--- src/hdl/multicycle_cpu_with_dma_top_defines.svh ---
// Assertion macros used by the multicycle processor top level.
`ifndef MULTICYCLE_CPU_WITH_DMA_TOP_DEFINES_SVH
`define MULTICYCLE_CPU_WITH_DMA_TOP_DEFINES_SVH
`ifndef SYNTHESIS
`define MCD_ASSERT_IMP(lbl, clk, rst_n, ante, cons) \
	lbl: assert property (@(posedge clk) disable iff (!rst_n) (ante) |-> (cons)) \
	else $error("assertion failed");
`define MCD_ASSERT_NXT(lbl, clk, rst_n, ante, cons) \
	lbl: assert property (@(posedge clk) disable iff (!rst_n) (ante) |=> (cons)) \
	else $error("assertion failed");
`else
`define MCD_ASSERT_IMP(lbl, clk, rst_n, ante, cons)
`define MCD_ASSERT_NXT(lbl, clk, rst_n, ante, cons)
`endif
`endif

--- src/hdl/mcd_pkg.sv ---
// Package with the shared types and constants of the multicycle processor.
`default_nettype none
package mcd_pkg;
	localparam int MemWordsDefault = 65536;
	localparam logic [1:0] ReqTick  = 2'd0;
	localparam logic [1:0] ReqLoad  = 2'd1;
	localparam logic [1:0] ReqRead  = 2'd2;
	localparam logic [1:0] ReqStart = 2'd3;

	localparam logic [4:0] OpAdd = 5'd0;
	localparam logic [4:0] OpSub = 5'd1;
	localparam logic [4:0] OpLsf = 5'd2;
	localparam logic [4:0] OpRsf = 5'd3;
	localparam logic [4:0] OpAnd = 5'd4;
	localparam logic [4:0] OpOr  = 5'd5;
	localparam logic [4:0] OpXor = 5'd6;
	localparam logic [4:0] OpLhi = 5'd7;
	localparam logic [4:0] OpLd  = 5'd8;
	localparam logic [4:0] OpSt  = 5'd9;
	localparam logic [4:0] OpDma = 5'd10;
	localparam logic [4:0] OpPol = 5'd11;
	localparam logic [4:0] OpJlt = 5'd16;
	localparam logic [4:0] OpJle = 5'd17;
	localparam logic [4:0] OpJeq = 5'd18;
	localparam logic [4:0] OpJne = 5'd19;
	localparam logic [4:0] OpJin = 5'd20;
	localparam logic [4:0] OpHlt = 5'd24;

	localparam int OpcLsb = 25;
	localparam int DstLsb = 22;
	localparam int Src0Lsb = 19;
	localparam int Src1Lsb = 16;

	typedef struct packed {
		logic [1:0] req;
	} mcd_in_t;

	// Commands from the controller to the datapath.
	typedef struct packed {
		logic tick;
		logic load;
		logic read;
		logic start;
		logic idle_clr;
		logic fetch0;
		logic fetch1;
		logic dec0;
		logic dec1;
		logic exec0;
		logic exec1;
		logic halt_ret;
	} mcd_cmd_t;

	// Status from the datapath to the controller.
	typedef struct packed {
		logic [4:0] opcode;
	} mcd_sts_t;

	typedef struct packed {
		logic [31:0] read_word;
		logic running;
		logic halted_now;
		logic [15:0] current_address;
		logic copy_busy;
	} mcd_out_t;
endpackage
`default_nettype wire

--- src/hdl/mcd_ctrl.sv ---
// Instruction phase sequencer of the multicycle processor.
`default_nettype none
module mcd_ctrl (
	input  wire logic clk,
	input  wire logic arst_n,
	input  wire logic go,
	input  wire logic [1:0] req,
	input  wire mcd_pkg::mcd_sts_t sts,
	output mcd_pkg::mcd_cmd_t cmd,
	output logic running
);
	import mcd_pkg::*;

	typedef enum logic [2:0] {
		PhIdle, PhFetch0, PhFetch1, PhDec0, PhDec1, PhExec0, PhExec1
	} phase_t;

	phase_t phase_q;
	logic tick;

	assign tick = go && (req == ReqTick);
	assign running = (phase_q != PhIdle);

	always_comb begin
		cmd = '0;
		cmd.tick = tick;
		cmd.load = go && (req == ReqLoad) && (phase_q == PhIdle);
		cmd.read = go && (req == ReqRead) && (phase_q == PhIdle);
		cmd.start = go && (req == ReqStart) && (phase_q == PhIdle);
		cmd.idle_clr = tick && (phase_q == PhIdle);
		cmd.fetch0 = tick && (phase_q == PhFetch0);
		cmd.fetch1 = tick && (phase_q == PhFetch1);
		cmd.dec0 = tick && (phase_q == PhDec0);
		cmd.dec1 = tick && (phase_q == PhDec1);
		cmd.exec0 = tick && (phase_q == PhExec0);
		cmd.exec1 = tick && (phase_q == PhExec1);
		cmd.halt_ret = cmd.exec1 && (sts.opcode == OpHlt);
	end

	always_ff @(posedge clk or negedge arst_n) begin
		if (!arst_n) begin
			phase_q <= PhIdle;
		end else if (cmd.start) begin
			phase_q <= PhFetch0;
		end else if (tick) begin
			case (phase_q)
				PhIdle:   phase_q <= PhIdle;
				PhFetch0: phase_q <= PhFetch1;
				PhFetch1: phase_q <= PhDec0;
				PhDec0:   phase_q <= PhDec1;
				PhDec1:   phase_q <= PhExec0;
				PhExec0:  phase_q <= PhExec1;
				PhExec1:  phase_q <= (sts.opcode == OpHlt) ? PhIdle : PhFetch0;
				default:  phase_q <= PhIdle;
			endcase
		end
	end
endmodule
`default_nettype wire

--- config.mk ---
export PLATFORM = sky130hd
export DESIGN_NAME = mcd_ctrl
export DESIGN_NICKNAME = d
export VERILOG_FILES = /design/src/hdl/multicycle_cpu_with_dma_top_defines.svh /design/src/hdl/mcd_pkg.sv /design/src/hdl/mcd_ctrl.sv
export SDC_FILE = /design/constraint.sdc
export NUM_CORES = 1
export LEC_CHECK = 0
export ABC_AREA = 1
export BUFFER_PORTS_ARGS = -buffer_cell sky130_fd_sc_hd__buf_2
export CELL_PAD_IN_SITES_DETAIL_PLACEMENT = 2
export CELL_PAD_IN_SITES_GLOBAL_PLACEMENT = 2
export CORE_AREA = 2 2 48 50
export DETAILED_ROUTE_END_ITERATION = 7
export DIE_AREA = 0 0 50 52
export GPL_TIMING_DRIVEN = 0
export PLACE_DENSITY_LB_ADDON = 0.1
export SLEW_MARGIN = 10
export SYNTH_ARGS = -nofsm -noshare
export SYNTH_HDL_FRONTEND = slang
export SYNTH_SLANG_ARGS = --single-unit
--- constraint.sdc ---
create_clock -name clk -period 1.24 [get_ports clk]
set_input_delay 0 -clock clk [delete_from_list [all_inputs] [get_ports clk]]
set_output_delay 0 -clock clk [all_outputs]
set_load 0.005 [all_outputs]
Yosys cells after proc, flatten, opt, wreduce, memory -nomap -nowiden
Index checks and enable logic that the tools add are counted.

word-level totals
  bits in registers = 3
  input port bits = 10
  output and inout port bits = 13
  word-level logic and storage cells = 34

operators by class
  eq/ne operators = 10
  multiplexer cells = 4
  reductions and logical operators = 19

operator list
  operator            number
  $pmux 3 s6          1
  $logic_and 1x1->1   15
  $eq 3x3->1 const B  3
  $eq 3x2->1 const B  2
  $mux 3              2
  $eq 5x5->1 const B  1
  $eq 2x2->1 const B  2
  $eq 3x1->1 const B  1
  $logic_not 3->1     1
  $reduce_bool 3->1   1
  $eq 2x1->1 const B  1
  $logic_not 2->1     1
  $reduce_bool 2->1   1
  $mux 1              1

Longest topological paths before layout
  word-level depth = 5
  gate-level depth with buffers = 7
  mapped depth without buffers = 7

Worst setup path after synthesis
OpenSTA, ideal clock, no wires.

  path type = reg2reg
  start point = register phase_q[1]
  end point = register phase_q[0]
  library setup time = 0.117 ns
  data arrival time = 0.990 ns
  data required time = 1.123 ns
  setup slack = 0.133 ns
  stages on the path, launching flop included = 7
  path buffers = 0
  clock period less this slack = 1.107 ns
  cell sequence = dfrtp_1 nor2_4 nand2_4 o21ai_4 nand2_2 nor2_1 nor2_1

between the ends
  cells in the longest elaborated chain, start to end = 4
  elaborated cells between the ends (all ways) = 12
  classes of those cells = eq/ne (6); mux (3); reduce/logical (3)

RTL lines
  item                                line            text
  from (decl)                         mcd_ctrl.sv:18  phase_t phase_q;
  from (signal assigned)              mcd_ctrl.sv:42  phase_q <= PhIdle;
  from (signal assigned)              mcd_ctrl.sv:44  phase_q <= PhFetch0;
  from (signal assigned)              mcd_ctrl.sv:47  PhIdle: phase_q <= PhIdle;
  $eq 3x3->1 (tied with other cells)  mcd_ctrl.sv:46  case (phase_q)
  $pmux 3 s6                          mcd_ctrl.sv:46
  $mux 3                              mcd_ctrl.sv:45  end else if (tick) begin
  $mux 3                              mcd_ctrl.sv:43  end else if (cmd.start) begin

Several ways; a longest one is shown, not always the timed one. The select of a mux whose other input is x is not followed.
A chain may end at the register's enable or synchronous reset.

Final worst setup path
Same ends and word-level chain as after synthesis.

==> qor.yml <==
layout:
  fin_cells: 110
  finish.instance_area_sq_um: 559
  postLayoutCoreUtil_pct: 26.6
  num-nets-final: 93
  drive_above_1_share_pct: 51.2
  largest_reg_flops: 3
  antennaDiodeCount: 0
  top_regs: "phase_q (3)"
  top_register: "phase_q"
  syn_to_final_growth_pct: 68.0
  final_cell_mix: "buf_2, nor2_1, inv_1"
  final.fill_count: 270
  final_common_cell: "buf_2"
floorplanning:
  start_util_pct: 15.8
  fp.dieH_microns: 52
  dieArea_sq_um: 2600
  core.rowCount: 17
  io_pins: 23
  core_area_sq_um: 2110
  die_w_microns: 50
power:
  leakagePower_nw: 0.304
  peakVddDrop_uv: 682
  p_total_uw: 717
  p_per_area_nw_per_um2: 1280
setup_path:
  crit_path_start_kind: "flop"
  critPathKind: "reg -> reg"
  r2r_setup_slack_ns: 0.04
  cp-end-kind: "flop"
  cp_max_fo: 5
  crit_required_ns: 1.36
  timing.rr.start: "phase_q[1]$_DFFE_PN0P_"
  reg2regPathDepth: 6
  r2r_end: "phase_q[0]$_DFFE_PN0P_"
  cp.arrival_ns: 1.32
place:
  gp_congestion: 0.718
  post_dp_cell_area_sq_um: 478
  dp_cells: 102
  port-buffer-count: 22
  hpwl_microns: 879
detailed_routing:
  drt-total-wl_microns: 1140
  routedWlPerCell_microns: 10.4
  via_per_inst: 3.97
  ant_nets: 0
  drc: 0
  drtPass1Iterations: 1
  drtIter0Drc: 0
  vias: 437
job:
  drv_cap: 0
clock_tree:
  htree_levels: 1
  path_clk_slew_ns: 0.04
  ctsLongestPathBuffers: 2
  clk_root_buffer_cell: "clkbuf_4"
  clock-sinks: 3
  clkLatencyLatePin_ns: 0.23
  numCtsBuffers: 3
  cts_tree: "yes"
grt:
  grt_pass1_wl_microns: 1830
  antenna_found_initial: 0
  grt_pass1_vias: 422
  overflow: 0
  grt_use_total_pct: 9.28
  grt_max_degree: 11
timing:
  period_needed_ns: 1.20
  worstMarginPinSlew_ns: 0.198
  maxSlewHeadroom_pct: 86.7
  timing.final.hold_violations: 0
  setup_viol: 0
  report.final.slew_viol_count: 0
  grt_setup_unrepaired: "true"
  finClkSkew_ns: 0.000685
  fmax_mhz: 833
  min_period_over_period_pct: 96.8
  setup_tns_ns: 0
synthesis:
  ys_ff_latch: 3
  synth.distinct_cells: 18
  ys_seq_area_share_pct: 22.6
  syn-cell-area_sq_um: 333
  syn_area_per_cell_sq_um: 6.40
  ys_warn_count: 0
  synth_cells: 52
  syn_nets: 62
run_status:
  status: "complete, no violations"
min_path:
  min_path_type: "in -> async"
## Yosys cell counts
cell / instances / area (sq um)
nand3_1: 6 / 30.0
inv_1: 8 / 30.0
nand3_2: 1 / 10.0
o21ai_1: 2 / 10.0
nor4_1: 1 / 6.26
o21ai_0: 1 / 5.00
nand2_2: 1 / 6.26
nor2_4: 1 / 11.3
nand3_4: 1 / 17.5
a21oi_1: 1 / 5.00
nor2_1: 11 / 41.3
buf_4: 1 / 7.51
dfrtp_1: 3 / 75.1
o21ai_4: 1 / 16.3
nor3_1: 4 / 20.0
nand2_1: 7 / 26.3
inv_2: 1 / 3.75
nand2_4: 1 / 11.3
## logic make-up after synthesis
| logic type | synth area share (%) |
|---|---|
| and+or+nand+nor | 54.1 |
| AOI/OAI and AO/OA | 10.9 |
| DFF | 22.6 |
| buffers and inverters | 12.4 |
## metal layers
| layer | up-vias | GRT usage [%] | wire (microns) |
|---|---|---|---|
| met1 | 201 | 12.3 | 515 |
| met4 | 0 | 5.56 | 0 |
| li1 | 225 | - | - |
| met2 | 11 | 13.6 | 567 |
| met5 | - | 0 | 0 |
| met3 | 0 | 2.01 | 59 |
## area by class of cell
type	count	area, sq um	area share (%)
clock buffers	4	26.3	4.70
multi-input cells	39	230	41.2
plain buffers	1	7.51	1.34
inverters	9	38.8	6.94
well taps	28	35.0	6.26
flip-flops and latches	3	78.8	14.1
repair buffers	26	143	25.5
## worst max path at each step
stage,start,to,slack [ns],depth (start not counted)
global placement,phase_q[2]$_DFFE_PN0P_,phase_q[0]$_DFFE_PN0P_,0.01,6
floorplan,phase_q[1]$_DFFE_PN0P_,phase_q[0]$_DFFE_PN0P_,0.13,6
finish,phase_q[1]$_DFFE_PN0P_,phase_q[0]$_DFFE_PN0P_,0.04,6
global route,phase_q[1]$_DFFE_PN0P_,phase_q[0]$_DFFE_PN0P_,-0.04,6
detailed placement,phase_q[2]$_DFFE_PN0P_,phase_q[0]$_DFFE_PN0P_,-0.008,6
CTS,phase_q[0]$_DFFE_PN0P_,cmd[0],0.01,4
## stage by stage
| step | hold slack (ns) | setup slack (ns) |
|---|---|---|
| finish | 0.0926 | 0.0397 |
| global route | 0.0915 | -0.0421 |
| CTS | 0.0743 | 0.0139 |
| detailed placement | -0.202 | -0.00803 |
| global placement | -0.204 | 0.0115 |
| floorplan | -0.296 | 0.133 |
## where the power goes
group / switching [mW] / leakage, nW / internal (mW)
logic: 0.196 / 0.259 / 0.146
registers: 0.0636 / 0.0304 / 0.140
clock network: 0.0499 / 0.0150 / 0.121
## worst max-delay path, cell delays in order, from the launching register on
cell	delay, ns
dfrtp_2	0.44
nor2_4	0.14
nand2_4	0.09
o21ai_4	0.22
nand2_2	0.06
nor2_1	0.09
nor2_1	0.05
## repair_timing
item,CTS,global route
setup endpoints to repair,5,9
hold buffers,1,0
resized for setup,4,4
cloned,0,0
setup buffers,0,3
pin swaps,1,4
endpoints found under the hold margin,3,0
No activity file was read; power rests on OpenSTA's default activity.
